**src/design/pfi_pkg.sv**
```systemverilog
// shared widths, request codes and saturation helpers for the particle integrator
package pfi_pkg;

    // operand and product widths of the serial units
    localparam int MAG_W = 32;
    localparam int SQ_W  = 64;

    // request codes
    typedef enum logic [1:0] {
        REQ_REPEL   = 2'd0,
        REQ_ATTRACT = 2'd1,
        REQ_GLOBAL  = 2'd2,
        REQ_TICK    = 2'd3
    } t_req;

    // sign extend to the sum width
    function automatic logic signed [33:0] sx34(input logic signed [31:0] a);
        return {{2{a[31]}}, a};
    endfunction

    // clip a 34 bit sum to the signed 32 bit range
    function automatic logic signed [31:0] sat32(input logic signed [33:0] v);
        logic signed [31:0] res;
        if (v[33:31] == 3'b000 || v[33:31] == 3'b111) begin
            res = v[31:0];
        end else if (v[33]) begin
            res = 32'sh8000_0000;
        end else begin
            res = 32'sh7FFF_FFFF;
        end
        return res;
    endfunction

    // magnitude of a signed word, the most negative value gives 2^31
    function automatic logic [MAG_W-1:0] mag32(input logic signed [31:0] a);
        return a[31] ? (~a + 32'd1) : a;
    endfunction

    // apply a sign to a magnitude
    function automatic logic signed [31:0] signed32(input logic [31:0] m, input logic neg);
        return neg ? (~m + 32'd1) : m;
    endfunction

endpackage

```
**src/design/particle_force_integrator_top.sv**
```systemverilog
// particle force integrator: request sequencer, particle state and output register
// serial units: the multiplier takes 32 iterations, the square root 32 and the divider
//   32 + FRAC_BITS iterations per pass
// throughput: one request in flight; the next request is taken while the last result waits
// reset: synchronous, active low; particle state clears to zero, damping returns to 64881
module particle_force_integrator_top #(
    parameter int FRAC_BITS = 16
) (
    input  logic               i_clk,
    input  logic               i_rst_n,
    input  logic               i_valid,
    output logic               o_stall,
    input  logic [1:0]         i_req_type,
    input  logic signed [31:0] i_point_x,
    input  logic signed [31:0] i_point_y,
    input  logic [30:0]        i_radius,
    input  logic signed [31:0] i_strength,
    output logic               o_valid,
    input  logic               i_stall,
    output logic signed [31:0] o_position_x,
    output logic signed [31:0] o_position_y,
    output logic signed [31:0] o_velocity_x,
    output logic signed [31:0] o_velocity_y,
    input  logic               i_cfg_we,
    input  logic [15:0]        i_cfg_wdata
);
    import pfi_pkg::*;

    localparam int          NW        = MAG_W + FRAC_BITS;
    localparam logic [31:0] ONE       = 32'd1 << FRAC_BITS;
    localparam logic [31:0] LOW       = 32'((3 * (1 << FRAC_BITS)) / 10);
    localparam logic [31:0] ONE_M_LOW = ONE - LOW;
    localparam logic [31:0] GLOBAL_R  = 32'd1000;

    typedef enum logic [3:0] {
        S_IDLE, S_TPOS, S_TDAMP, S_DIFF, S_SQX, S_SQY, S_RSQ,
        S_ROOT, S_PCT, S_NORM, S_F1, S_F2, S_FIN
    } t_state;

    t_state              r_state;
    logic                r_wait;
    logic                r_axis;
    logic                r_mouse;
    t_req                r_req;
    logic signed [31:0]  r_pos_x, r_pos_y, r_vel_x, r_vel_y;
    logic signed [31:0]  r_acc_x, r_acc_y, r_mdir_x, r_mdir_y;
    logic [15:0]         r_damping;
    logic signed [31:0]  r_px, r_py;
    logic [30:0]         r_radius;
    logic [31:0]         r_mag_s;
    logic                r_neg_s;
    logic [31:0]         r_mag_x, r_mag_y;
    logic                r_neg_x, r_neg_y;
    logic [SQ_W-1:0]     r_sq, r_rsq;
    logic [31:0]         r_len;
    logic [31:0]         r_pct;
    logic [31:0]         r_t;
    logic                r_out_valid;
    logic signed [31:0]  r_out_px, r_out_py, r_out_vx, r_out_vy;

    logic                mul_start, mul_done;
    logic [MAG_W-1:0]    mul_a, mul_b;
    logic [SQ_W-1:0]     mul_prod;
    logic                sqrt_start, sqrt_done;
    logic [MAG_W-1:0]    sqrt_root;
    logic                div_start, div_done;
    logic [NW-1:0]       div_num;
    logic [MAG_W-1:0]    div_den;
    logic [NW-1:0]       div_quot;

    logic [31:0]         n_mag_axis;
    logic                n_neg_axis;
    logic signed [31:0]  n_vel_axis;
    logic signed [31:0]  n_acc_axis;
    logic signed [31:0]  n_dx, n_dy;
    logic [31:0]         n_damped;
    logic [31:0]         n_force;
    logic                n_sub;
    logic signed [33:0]  n_delta;
    logic signed [31:0]  n_acc_new;

    // per axis selections
    always_comb begin
        n_mag_axis = r_axis ? r_mag_y : r_mag_x;
        n_neg_axis = r_axis ? r_neg_y : r_neg_x;
        n_vel_axis = r_axis ? r_vel_y : r_vel_x;
        n_acc_axis = r_axis ? r_acc_y : r_acc_x;
        n_dx       = sat32(sx34(r_pos_x) - sx34(r_px));
        n_dy       = sat32(sx34(r_pos_y) - sx34(r_py));
        n_damped   = mul_prod[16 +: 32];
        n_force    = mul_prod[FRAC_BITS +: 32];
        n_sub      = n_neg_axis ^ r_neg_s ^ (r_req != REQ_REPEL);
        n_delta    = n_sub ? -$signed({2'b00, n_force}) : $signed({2'b00, n_force});
        n_acc_new  = sat32(sx34(n_acc_axis) + n_delta);
    end

    // multiplier operands
    always_comb begin
        mul_a = '0;
        mul_b = '0;
        unique case (r_state)
            S_SQX: begin
                mul_a = r_mag_x;
                mul_b = r_mag_x;
            end
            S_SQY: begin
                mul_a = r_mag_y;
                mul_b = r_mag_y;
            end
            S_RSQ: begin
                mul_a = {1'b0, r_radius};
                mul_b = {1'b0, r_radius};
            end
            S_TDAMP: begin
                mul_a = mag32(n_vel_axis);
                mul_b = {16'd0, r_damping};
            end
            S_F1: begin
                mul_a = r_t;
                mul_b = r_pct;
            end
            S_F2: begin
                mul_a = r_t;
                mul_b = r_mag_s;
            end
            default: begin
                mul_a = '0;
                mul_b = '0;
            end
        endcase
    end

    // divider operands
    always_comb begin
        if (r_state == S_PCT) begin
            if (r_req == REQ_GLOBAL) begin
                div_num = NW'(r_len);
                div_den = GLOBAL_R;
            end else begin
                div_num = {r_len, {FRAC_BITS{1'b0}}};
                div_den = {1'b0, r_radius};
            end
        end else begin
            div_num = {n_mag_axis, {FRAC_BITS{1'b0}}};
            div_den = r_len;
        end
    end

    // unit launches
    assign mul_start  = !r_wait && (r_state == S_SQX || r_state == S_SQY ||
                        r_state == S_RSQ || r_state == S_TDAMP ||
                        r_state == S_F1 || r_state == S_F2);
    assign sqrt_start = !r_wait && (r_state == S_ROOT);
    assign div_start  = !r_wait && (r_state == S_PCT || (r_state == S_NORM && r_len != '0));

    pfi_mul u_mul (
        .i_clk   (i_clk),
        .i_rst_n (i_rst_n),
        .i_start (mul_start),
        .i_a     (mul_a),
        .i_b     (mul_b),
        .o_done  (mul_done),
        .o_prod  (mul_prod)
    );

    pfi_sqrt u_sqrt (
        .i_clk   (i_clk),
        .i_rst_n (i_rst_n),
        .i_start (sqrt_start),
        .i_rad   (r_sq),
        .o_done  (sqrt_done),
        .o_root  (sqrt_root)
    );

    pfi_div #(.NW(NW)) u_div (
        .i_clk   (i_clk),
        .i_rst_n (i_rst_n),
        .i_start (div_start),
        .i_num   (div_num),
        .i_den   (div_den),
        .o_done  (div_done),
        .o_quot  (div_quot)
    );

    // sequencer, particle state and output register
    always_ff @(posedge i_clk) begin
        if (!i_rst_n) begin
            r_state     <= S_IDLE;
            r_wait      <= 1'b0;
            r_axis      <= 1'b0;
            r_mouse     <= 1'b0;
            r_pos_x     <= '0;
            r_pos_y     <= '0;
            r_vel_x     <= '0;
            r_vel_y     <= '0;
            r_acc_x     <= '0;
            r_acc_y     <= '0;
            r_mdir_x    <= '0;
            r_mdir_y    <= '0;
            r_damping   <= 16'd64881;
            r_out_valid <= 1'b0;
        end else begin
            if (i_cfg_we) begin
                r_damping <= i_cfg_wdata;
            end
            if (r_out_valid && !i_stall && r_state != S_FIN) begin
                r_out_valid <= 1'b0;
            end
            unique case (r_state)
                S_IDLE: begin
                    if (i_valid) begin
                        r_req      <= t_req'(i_req_type);
                        r_px       <= i_point_x;
                        r_py       <= i_point_y;
                        r_radius   <= i_radius;
                        r_mag_s    <= mag32(i_strength);
                        r_neg_s    <= i_strength[31];
                        r_wait     <= 1'b0;
                        if (t_req'(i_req_type) == REQ_TICK) begin
                            r_mdir_x <= i_point_x;
                            r_mdir_y <= i_point_y;
                            r_state  <= S_TPOS;
                        end else begin
                            r_state  <= S_DIFF;
                        end
                    end
                end
                S_TPOS: begin
                    r_pos_x <= sat32(sx34(r_pos_x) + sx34(r_vel_x));
                    r_pos_y <= sat32(sx34(r_pos_y) + sx34(r_vel_y));
                    r_vel_x <= sat32(sx34(r_vel_x) + sx34(r_acc_x));
                    r_vel_y <= sat32(sx34(r_vel_y) + sx34(r_acc_y));
                    r_acc_x <= '0;
                    r_acc_y <= '0;
                    r_axis  <= 1'b0;
                    r_state <= S_TDAMP;
                end
                S_TDAMP: begin
                    if (!r_wait) begin
                        r_wait <= 1'b1;
                    end else if (mul_done) begin
                        r_wait <= 1'b0;
                        if (r_axis) begin
                            r_vel_y <= signed32(n_damped, r_vel_y[31]);
                            r_state <= S_FIN;
                        end else begin
                            r_vel_x <= signed32(n_damped, r_vel_x[31]);
                            r_axis  <= 1'b1;
                        end
                    end
                end
                S_DIFF: begin
                    r_mag_x <= mag32(n_dx);
                    r_neg_x <= n_dx[31];
                    r_mag_y <= mag32(n_dy);
                    r_neg_y <= n_dy[31];
                    r_mouse <= 1'b0;
                    r_state <= S_SQX;
                end
                S_SQX: begin
                    if (!r_wait) begin
                        r_wait <= 1'b1;
                    end else if (mul_done) begin
                        r_wait  <= 1'b0;
                        r_sq    <= mul_prod;
                        r_state <= S_SQY;
                    end
                end
                S_SQY: begin
                    if (!r_wait) begin
                        r_wait <= 1'b1;
                    end else if (mul_done) begin
                        r_wait <= 1'b0;
                        r_sq   <= r_sq + mul_prod;
                        if (r_mouse || r_req == REQ_GLOBAL) begin
                            r_state <= S_ROOT;
                        end else begin
                            r_state <= S_RSQ;
                        end
                    end
                end
                S_RSQ: begin
                    if (!r_wait) begin
                        r_wait <= 1'b1;
                    end else if (mul_done) begin
                        r_wait  <= 1'b0;
                        r_rsq   <= mul_prod;
                        r_state <= S_ROOT;
                    end
                end
                S_ROOT: begin
                    if (!r_wait) begin
                        r_wait <= 1'b1;
                    end else if (sqrt_done) begin
                        r_wait <= 1'b0;
                        r_len  <= sqrt_root;
                        r_axis <= 1'b0;
                        priority if (r_mouse) begin
                            r_state <= S_NORM;
                        end else if (r_req == REQ_GLOBAL || r_sq < r_rsq) begin
                            r_state <= S_PCT;
                        end else begin
                            r_state <= S_FIN;
                        end
                    end
                end
                S_PCT: begin
                    if (!r_wait) begin
                        r_wait <= 1'b1;
                    end else if (div_done) begin
                        r_wait <= 1'b0;
                        unique case (r_req)
                            REQ_REPEL: r_pct <= div_quot[31:0];
                            REQ_ATTRACT: r_pct <= ONE - div_quot[31:0];
                            default: begin
                                // clamp the falloff at its lower bound
                                if (div_quot > NW'(ONE_M_LOW)) begin
                                    r_pct <= LOW;
                                end else begin
                                    r_pct <= ONE - div_quot[31:0];
                                end
                            end
                        endcase
                        if (r_req == REQ_REPEL) begin
                            r_mag_x <= mag32(r_mdir_x);
                            r_neg_x <= r_mdir_x[31];
                            r_mag_y <= mag32(r_mdir_y);
                            r_neg_y <= r_mdir_y[31];
                            r_mouse <= 1'b1;
                            r_state <= S_SQX;
                        end else begin
                            r_state <= S_NORM;
                        end
                    end
                end
                S_NORM: begin
                    // a zero length vector gives no force
                    if (r_len == '0) begin
                        r_state <= S_FIN;
                    end else if (!r_wait) begin
                        r_wait <= 1'b1;
                    end else if (div_done) begin
                        r_wait  <= 1'b0;
                        r_t     <= div_quot[31:0];
                        r_state <= S_F1;
                    end
                end
                S_F1: begin
                    if (!r_wait) begin
                        r_wait <= 1'b1;
                    end else if (mul_done) begin
                        r_wait  <= 1'b0;
                        r_t     <= n_force;
                        r_state <= S_F2;
                    end
                end
                S_F2: begin
                    if (!r_wait) begin
                        r_wait <= 1'b1;
                    end else if (mul_done) begin
                        r_wait <= 1'b0;
                        if (r_axis) begin
                            r_acc_y <= n_acc_new;
                            r_state <= S_FIN;
                        end else begin
                            r_acc_x <= n_acc_new;
                            r_axis  <= 1'b1;
                            r_state <= S_NORM;
                        end
                    end
                end
                S_FIN: begin
                    if (!r_out_valid || !i_stall) begin
                        r_out_valid <= 1'b1;
                        r_out_px    <= r_pos_x;
                        r_out_py    <= r_pos_y;
                        r_out_vx    <= r_vel_x;
                        r_out_vy    <= r_vel_y;
                        r_state     <= S_IDLE;
                    end
                end
                default: r_state <= S_IDLE;
            endcase
        end
    end

    assign o_stall      = (r_state != S_IDLE);
    assign o_valid      = r_out_valid;
    assign o_position_x = r_out_px;
    assign o_position_y = r_out_py;
    assign o_velocity_x = r_out_vx;
    assign o_velocity_y = r_out_vy;

    // no unit is left running while the sequencer waits for a request
    a_idle_no_wait: assert property (@(posedge i_clk) disable iff (!i_rst_n)
        (r_state == S_IDLE) |-> !r_wait)
        else $error("unit wait flag set while idle");

    // a tick clears acceleration before damping starts
    a_tick_clears_acc: assert property (@(posedge i_clk) disable iff (!i_rst_n)
        (r_state == S_TPOS) |=> (r_acc_x == '0 && r_acc_y == '0))
        else $error("acceleration not cleared on tick");

    // a waiting result is never overwritten
    a_hold_result: assert property (@(posedge i_clk) disable iff (!i_rst_n)
        (r_state == S_FIN && r_out_valid && i_stall) |=> (r_state == S_FIN))
        else $error("result overwritten while stalled");

    // falloff weight never exceeds one
    a_pct_range: assert property (@(posedge i_clk) disable iff (!i_rst_n)
        (r_state == S_F1) |-> (r_pct <= ONE))
        else $error("falloff weight out of range");

endmodule

```
**src/design/pfi_mul.sv**
```systemverilog
// shift and add multiplier, one multiplier bit per cycle
module pfi_mul (
    input  logic                        i_clk,
    input  logic                        i_rst_n,
    input  logic                        i_start,
    input  logic [pfi_pkg::MAG_W-1:0]   i_a,
    input  logic [pfi_pkg::MAG_W-1:0]   i_b,
    output logic                        o_done,
    output logic [pfi_pkg::SQ_W-1:0]    o_prod
);
    import pfi_pkg::*;

    logic                r_busy;
    logic                r_done;
    logic [4:0]          r_cnt;
    logic [MAG_W-1:0]    r_a;
    logic [SQ_W-1:0]     r_prod;
    logic [MAG_W:0]      n_sum;
    logic [SQ_W-1:0]     n_prod;

    // add the multiplicand into the upper half when the low bit is set, then shift
    always_comb begin
        n_sum  = {1'b0, r_prod[SQ_W-1:MAG_W]} + (r_prod[0] ? {1'b0, r_a} : '0);
        n_prod = {n_sum, r_prod[MAG_W-1:1]};
    end

    // control
    always_ff @(posedge i_clk) begin
        if (!i_rst_n) begin
            r_busy <= 1'b0;
            r_done <= 1'b0;
            r_cnt  <= '0;
        end else begin
            r_done <= 1'b0;
            if (i_start) begin
                r_busy <= 1'b1;
                r_cnt  <= '0;
            end else if (r_busy) begin
                r_cnt <= r_cnt + 5'd1;
                if (r_cnt == 5'd31) begin
                    r_busy <= 1'b0;
                    r_done <= 1'b1;
                end
            end
        end
    end

    // datapath
    always_ff @(posedge i_clk) begin
        if (i_start) begin
            r_a    <= i_a;
            r_prod <= {{MAG_W{1'b0}}, i_b};
        end else if (r_busy) begin
            r_prod <= n_prod;
        end
    end

    assign o_done = r_done;
    assign o_prod = r_prod;

endmodule

```
**src/design/pfi_sqrt.sv**
```systemverilog
// floor square root, two radicand bits per cycle
module pfi_sqrt (
    input  logic                        i_clk,
    input  logic                        i_rst_n,
    input  logic                        i_start,
    input  logic [pfi_pkg::SQ_W-1:0]    i_rad,
    output logic                        o_done,
    output logic [pfi_pkg::MAG_W-1:0]   o_root
);
    import pfi_pkg::*;

    logic               r_busy;
    logic               r_done;
    logic [4:0]         r_cnt;
    logic [SQ_W-1:0]    r_rad;
    logic [MAG_W:0]     r_rem;
    logic [MAG_W-1:0]   r_root;
    logic [MAG_W+2:0]   n_cat;
    logic [MAG_W+2:0]   n_trial;
    logic               n_ge;
    logic [MAG_W+2:0]   n_diff;

    // one restoring step
    always_comb begin
        n_cat   = {r_rem, r_rad[SQ_W-1:SQ_W-2]};
        n_trial = {1'b0, r_root, 2'b01};
        n_ge    = (n_cat >= n_trial);
        n_diff  = n_cat - n_trial;
    end

    // control
    always_ff @(posedge i_clk) begin
        if (!i_rst_n) begin
            r_busy <= 1'b0;
            r_done <= 1'b0;
            r_cnt  <= '0;
        end else begin
            r_done <= 1'b0;
            if (i_start) begin
                r_busy <= 1'b1;
                r_cnt  <= '0;
            end else if (r_busy) begin
                r_cnt <= r_cnt + 5'd1;
                if (r_cnt == 5'd31) begin
                    r_busy <= 1'b0;
                    r_done <= 1'b1;
                end
            end
        end
    end

    // datapath
    always_ff @(posedge i_clk) begin
        if (i_start) begin
            r_rad  <= i_rad;
            r_rem  <= '0;
            r_root <= '0;
        end else if (r_busy) begin
            r_rad  <= {r_rad[SQ_W-3:0], 2'b00};
            r_rem  <= n_ge ? n_diff[MAG_W:0] : n_cat[MAG_W:0];
            r_root <= {r_root[MAG_W-2:0], n_ge};
        end
    end

    assign o_done = r_done;
    assign o_root = r_root;

endmodule

```
**src/design/pfi_div.sv**
```systemverilog
// restoring divider, one quotient bit per cycle
module pfi_div #(
    parameter int NW = 48
) (
    input  logic                        i_clk,
    input  logic                        i_rst_n,
    input  logic                        i_start,
    input  logic [NW-1:0]               i_num,
    input  logic [pfi_pkg::MAG_W-1:0]   i_den,
    output logic                        o_done,
    output logic [NW-1:0]               o_quot
);
    import pfi_pkg::*;

    localparam int CW = $clog2(NW);

    logic               r_busy;
    logic               r_done;
    logic [CW-1:0]      r_cnt;
    logic [NW-1:0]      r_q;
    logic [MAG_W-1:0]   r_rem;
    logic [MAG_W-1:0]   r_den;
    logic [MAG_W:0]     n_cat;
    logic               n_ge;
    logic [MAG_W:0]     n_diff;

    // shift in the next numerator bit and try the subtract
    always_comb begin
        n_cat  = {r_rem, r_q[NW-1]};
        n_ge   = (n_cat >= {1'b0, r_den});
        n_diff = n_cat - {1'b0, r_den};
    end

    // control
    always_ff @(posedge i_clk) begin
        if (!i_rst_n) begin
            r_busy <= 1'b0;
            r_done <= 1'b0;
            r_cnt  <= '0;
        end else begin
            r_done <= 1'b0;
            if (i_start) begin
                r_busy <= 1'b1;
                r_cnt  <= '0;
            end else if (r_busy) begin
                r_cnt <= r_cnt + CW'(1);
                if (r_cnt == CW'(NW - 1)) begin
                    r_busy <= 1'b0;
                    r_done <= 1'b1;
                end
            end
        end
    end

    // datapath
    always_ff @(posedge i_clk) begin
        if (i_start) begin
            r_q   <= i_num;
            r_rem <= '0;
            r_den <= i_den;
        end else if (r_busy) begin
            r_q   <= {r_q[NW-2:0], n_ge};
            r_rem <= n_ge ? n_diff[MAG_W-1:0] : n_cat[MAG_W-1:0];
        end
    end

    assign o_done = r_done;
    assign o_quot = r_q;

endmodule

```
**config.mk**
```make
export PLATFORM = sky130hd
export DESIGN_NAME = particle_force_integrator_top
export DESIGN_NICKNAME = d
export VERILOG_FILES = /design/src/design/pfi_pkg.sv /design/src/design/particle_force_integrator_top.sv /design/src/design/pfi_mul.sv /design/src/design/pfi_sqrt.sv /design/src/design/pfi_div.sv
export SDC_FILE = /design/constraint.sdc
export NUM_CORES = 2
export LEC_CHECK = 0
export BUFFER_PORTS_ARGS = -buffer_cell sky130_fd_sc_hd__buf_4
export CAP_MARGIN = 25
export CORE_MARGIN = 3
export CORE_UTILIZATION = 56
export DETAILED_ROUTE_END_ITERATION = 6
export GPL_TIMING_DRIVEN = 0
export PLACE_DENSITY_LB_ADDON = 0.2
export REMOVE_ABC_BUFFERS = 1
export SYNTH_ARGS = -nofsm -noshare
export SYNTH_HDL_FRONTEND = slang
export SYNTH_SLANG_ARGS = --single-unit
```
**constraint.sdc**
```tcl
create_clock -name i_clk -period 15.2 [get_ports i_clk]
set_clock_uncertainty 0.1 [all_clocks]
set_input_delay 1.52 -clock i_clk [delete_from_list [all_inputs] [get_ports i_clk]]
set_output_delay 1.52 -clock i_clk [all_outputs]
set_load 0.005 [all_outputs]
```
=== Yosys cells after proc, flatten, opt, wreduce, memory -nomap -nowiden ===
Cells that the tools add are included.
W data, S select, Z words.

* Output and inout port bits: 130
* Register bits after elaboration: 1187

* Bitwise operators: 13
* Equality and inequality tests: 56
* Order comparisons: 4
* Muxes and demuxes: 149
* Reduce and logical (&&, ||, !) cells: 74
* Add/sub/neg operators: 23

{| class="wikitable"
|+ Operators by type and width
! kind !! count
|-
| $mux W32 || 53
|-
| $pmux W32 S2 || 8
|-
| $mux W64 || 6
|-
| $add A32 B1 Y32 const B || 7
|-
| $not A32 Y32 || 7
|-
| $mux W48 || 4
|-
| $pmux W32 S6 || 1
|-
| $add A32 B32 Y33 || 5
|-
| $pmux W32 S5 || 1
|-
| $pmux W64 S2 || 1
|-
| $mux W4 || 23
|-
| $sub A32 B32 Y33 || 2
|-
| $add A64 B64 Y64 || 1
|-
| $lt A64 B64 Y1 || 1
|-
| $mux W31 || 2
|-
| $pmux W4 S13 || 1
|-
| $gt A48 B16 Y1 const B || 1
|-
| $mux W1 || 38
|-
| $ge A35 B34 Y1 || 1
|-
| $add A32 B34 Y34 || 1
|-
| $mux W34 || 1
|-
| $neg A32 Y34 || 1
|-
| $ge A33 B32 Y1 || 1
|-
| $mux W33 || 1
|-
| other kinds (47) || 151
|}

=== Depth between registers and ports, before layout ===
* Depth after elaboration: 12
* Gate-level depth with buffers: 26

=== Hierarchy ===
From an unflattened synthesis, not the netlist that was laid out.

* Cells, all modules: 8550
* Area, all modules: 78559.1 um^2

{| class="wikitable"
|+ By module, submodules not included
! module !! seq. area each (um^2) !! cells each !! area each (um^2) !! times used
|-
| particle_force_integrator_top || 22061.2 || 6623 || 58210.8 || 1
|-
| pfi_sqrt || 3363.2 || 734 || 7608.5 || 1
|-
| pfi_div || 3203.1 || 635 || 6856.6 || 1
|-
| pfi_mul || 2702.6 || 558 || 5883.1 || 1
|}

=== Least setup slack after synthesis ===
No wires, ideal clock.

* Kind: in2reg
* Start: in i_rst_n
* End: reg r_sq[0], enable pin
* Buffers on the path: 2
* Setup slack: 6.316 ns
* Library setup time: 0.644 ns
* Required time: 14.456 ns
* Data arrival time: 8.140 ns
* Stages on the path: 4
* Path through: inv_1 -> clkbuf_1 -> clkbuf_1 -> nor4_1

* Cells in the longest elaborated chain, start to end: 1

{| class="wikitable"
|+ RTL lines
! element !! RTL line !! RTL
|-
| start, declared || particle_force_integrator_top.sv:10 || <nowiki>input logic i_rst_n,</nowiki>
|-
| $reduce_and A6 Y1 (no line) || -- ||
|-
| end signal, assigned || particle_force_integrator_top.sv:265 || <nowiki>r_sq <= mul_prod;</nowiki>
|-
| end signal, assigned || particle_force_integrator_top.sv:274 || <nowiki>r_sq <= r_sq + mul_prod;</nowiki>
|-
| end, declared || particle_force_integrator_top.sv:54 || <nowiki>logic [SQ_W-1:0] r_sq, r_rsq;</nowiki>
|}

No other way between the ends.
A chain may end at the register's enable or synchronous reset.

=== Worst setup path in the final report ===
* Start: reg u_mul.r_prod[16] (netlist: u_mul.o_prod[16])
* End: reg r_acc_y[22]

* Cells in the longest elaborated chain, start to end: 10

{| class="wikitable"
|+ RTL lines
! element !! RTL line !! RTL
|-
| start, declared || pfi_mul.sv:17 || <nowiki>logic [SQ_W-1:0] r_prod;</nowiki>
|-
| start signal, assigned || pfi_mul.sv:52 || <nowiki>r_prod <= {{MAG_W{1'b0}}, i_b};</nowiki>
|-
| start signal, assigned || pfi_mul.sv:54 || <nowiki>r_prod <= n_prod;</nowiki>
|-
| $neg A32 Y34 || particle_force_integrator_top.sv:93 || <nowiki>n_delta = n_sub ? -$signed({2'b00, n_force}) : $signed({2'b00, n_force});</nowiki>
|-
| $mux W34 * || particle_force_integrator_top.sv:93 ||
|-
| $add A32 B34 Y34 * || particle_force_integrator_top.sv:94 || <nowiki>n_acc_new = sat32(sx34(n_acc_axis) + n_delta);</nowiki>
|-
| $eq A3 B3 Y1 or $logic_not A3 Y1 (tied branches) || pfi_pkg.sv:24 || <nowiki>if (v[33:31] == 3'b000 || v[33:31] == 3'b111) begin</nowiki>
|-
| $logic_or A1 B1 Y1 || pfi_pkg.sv:24 ||
|-
| $mux W32 * || pfi_pkg.sv:24 ||
|-
| $mux W32 * || particle_force_integrator_top.sv:362 || <nowiki>if (r_axis) begin</nowiki>
|-
| $mux W32 * || particle_force_integrator_top.sv:360 || <nowiki>end else if (mul_done) begin</nowiki>
|-
| $mux W32 * || particle_force_integrator_top.sv:358 || <nowiki>if (!r_wait) begin</nowiki>
|-
| $pmux W32 S2 * || particle_force_integrator_top.sv:209 || <nowiki>unique case (r_state)</nowiki>
|-
| end signal, assigned || particle_force_integrator_top.sv:363 || <nowiki>r_acc_y <= n_acc_new;</nowiki>
|-
| end, declared || particle_force_integrator_top.sv:46 || <nowiki>logic signed [31:0] r_acc_x, r_acc_y, r_mdir_x, r_mdir_y;</nowiki>
|}

Mark *: on every way between the ends. The rest lies on a longest branch, timed or not. The select of a mux whose other input is x is not followed.

==> impl_metrics.tcl <==
set metrics [dict create \
    critPathKind "reg -> reg" \
    power.share.sequential_pct 31.1 \
    grt_max_degree 93 \
    cts_max_level 4 \
    post_dp_cell_area_um2 81500 \
    ys_warn_count 0 \
    synth_top_area_share_pct 29.5 \
    outcome "complete, but fails checks" \
    insertion_delay_ns 0.80 \
    coreArea_um2 136000 \
    ys_ff_latch 1187 \
    async_flop_share_pct 0 \
    cts_setup_buffers 0 \
    fin_area_um2 86100 \
    root_buffer "clkbuf_16" \
    wire_per_inst_um 24.7 \
    cts.repair.resized 0 \
    drive_above_1_share_pct 9.70 \
    p_comb_share_pct 49.7 \
    tightest_slew_ns 1.53 \
    synthDistinctLibCells 116 \
    wl_um 260000 \
    power_mw 17.4 \
    place_inst 10262 \
    violations "design-rule violations, max-slew violations" \
    max_freq_ghz 0.131 \
    drtIter0Drc 8956 \
    synth_cells 8562 \
    instances_no_fill 10520 \
    yosysTopAreaCell "edfxtp_1" \
    cap_violations 0 \
    post-route-util_pct 63.4 \
    fin_crit_ns 7.63 \
    die_x_um 377 \
    synth_area_um2 77000 \
    p_int_mw 9.45 \
    place_hpwl_um 197000 \
    vias 68232 \
    switching_power_mw 7.95 \
    cp_max_fo 16 \
    ys_seq_area_share_pct 40.7 \
    cts_buffers 134 \
    gp_congestion 0.988 \
    dieArea_um2 142000 \
    synth_edf_count 756 \
    layout_common_cells "nand2_1 (1,094), a21oi_1 (799), edfxtp_1 (756), o21ai_0 (700), nor2_1 (515)" \
    final_common_cell "nand2_1" \
    first_pass_iters 7 \
    grt_pass1_vias 63381 \
    syn-mean-instance-area_um2 9.00 \
    numPortBuffers 279 \
    rows 135 \
    synth_top_family_by_area "compound AO/OA/AOI/OAI gates" \
    clockBufferDepth 3 \
    setup_viol 0 \
    synthToLayoutAreaGrowth_pct 11.8 \
    cp_data_required_time_ns 15.75 \
    pin_count 280 \
    drc 54 \
    synth_flop_cell "edfxtp_1" \
    min_path_type "reg -> reg" \
    synth.area.mux_share_pct 3.61 \
    cts_hold_buf 0 \
    synth-simple-area-share_pct 15.4 \
    vias_per_cell 6.49 \
    initial_core_util_pct 56.7 \
    worstSetupStartpointType "flop" \
    hold_viol 0 \
    synth_area_leaders "edfxtp_1 (29%), dfxtp_1 (11%), ha_1 (7.5%)" \
    cts_tree "yes" \
    numClockSinks 1187 \
    synth_fa_ha_area_share_pct 7.84 \
    cp.arrival_ns 8.18 \
    rsz0062_at_grt "no" \
    p_leak_nw 34.4 \
    fp.dieH_um 377 \
    synth-xor-area-share_pct 6.55 \
    fill_cells 11274 \
    slew_headroom_pct -2.27 \
    p_sw_share_pct 45.7 \
    end_kind "flop" \
    final.period_utilization_pct 50.2 \
    p_clk_share_pct 19.1 \
    grt_first_pass_wirelength_um 387000 \
    fin_nets 9247 \
    antenna_left 0 \
    p_per_area_nw_per_um2 202 \
    clk_pin_slew_worst_paths_ns 0.06 \
    synth_compound_gate_area_share_pct 21.8 \
    grt_usage_pct 35.6 \
    overflow 0 \
    final-max-slew-violation-count 4 \
    antenna_found_initial 12 \
    ir_drop_mv 0.142 \
]
==> routing by layer <==
layer	vias to the layer above	global-route usage [%]	wire length, µm
met1	32460	48.0	104000
met5	-	0	69
met4	10	21.6	17900
met2	3500	51.5	108000
met3	681	8.98	29800
li1	31581	-	-
==> metrics by stage <==
| stage | setup WS [ns] | hold WS [ns] | setup TNS (ns) |
|---|---|---|---|
| after floorplan | 5.81 | 0.329 | 0 |
| after global placement | -2.34 | 0.346 | -290.96 |
| after detailed placement | 7.79 | 0.348 | 0 |
| after CTS | 7.79 | 0.372 | 0 |
| after global routing | 7.31 | 0.402 | 0 |
| final | 7.57 | 0.373 | 0 |
==> cell usage after synthesis (183+ instances only) <==
| cell | count |
|---|---|
| nand2_1 | 1098 |
| a21oi_1 | 800 |
| edfxtp_1 | 756 |
| o21ai_0 | 700 |
| nor2_1 | 526 |
| ha_1 | 463 |
| dfxtp_1 | 431 |
| xnor2_1 | 384 |
| clkbuf_1 | 372 |
| inv_1 | 336 |
| a21o_1 | 241 |
| xor2_1 | 189 |
| mux2i_1 | 183 |
==> cell type report <==
class | instances | area [µm²] | share of cell area [%]
inverter | 337 | 1270 | 1.48
tap | 1781 | 2230 | 2.59
clock inverter | 70 | 801 | 0.930
antenna | 6 | 15.0 | 0.0174
multi-input combinational | 6570 | 42800 | 49.7
clock buffer | 175 | 3730 | 4.33
timing repair buffer | 394 | 3910 | 4.54
sequential | 1187 | 31300 | 36.4
==> registers in the layout, summed over array words and instances (netlist names), 33 cells and up <==
register and count:
u_sqrt.r_rem 33, r_rsq 64, r_sq 64, u_mul.o_prod 64
u_div.o_quot 48, u_sqrt.r_rad 64
==> final timing paths <==
path	start	to	slack (ns)	cells after the start
worst min register to register	u_sqrt.o_root[31]$_SDFFE_PP0P_	r_len[31]$_DFFE_PP_	0.37	0
worst max-delay path	u_mul.o_prod[16]$_DFFE_PP_	r_acc_y[22]$_SDFFE_PN0P_	7.57	22
worst max register to register	u_mul.o_prod[16]$_DFFE_PP_	r_acc_y[22]$_SDFFE_PN0P_	7.57	22
worst min-delay path	u_sqrt.o_root[31]$_SDFFE_PP0P_	r_len[31]$_DFFE_PP_	0.37	0
==> power by group through the flow <==
stage          clock network, mW  registers [mW]  logic [mW]
5_1_grt                     3.49            5.42        9.42
3_5_place_dp                   0            5.40        8.40
6_report                    3.33            5.42        8.66
4_1_cts                     3.37            5.34        8.46
2_1_floorplan                  0            4.81        5.99
3_3_place_gp                   0            5.45        8.01
==> critical path: stages, from the launching register on <==
cell and delay [ns]:
edfxtp_1 0.68, inv_1 0.19, ha_1 0.24, nand2_1 0.23
nor3_1 0.30, nand3_1 0.21, nor4_1 0.40, nand3b_1 0.35
or2_2 0.48, o21ai_0 0.22, xnor2_1 0.09, ha_1 0.41
a21o_1 0.21, a21o_1 0.17, a21o_1 0.18, a21oi_1 0.13
nor2b_1 0.07, a211oi_2 0.80, mux2i_1 0.18, a211oi_1 0.84
or4_1 0.66, buf_16 0.23, o21ai_0 0.09
==> kinds of logic after synthesis <==
family,count (synthesis)
xor+xnor,574
buf+inv,805
compound gates,2681
mux,267
simple gates,2570
fa+ha+maj,478
flops,1187
Power figures use the tool's default switching activity.
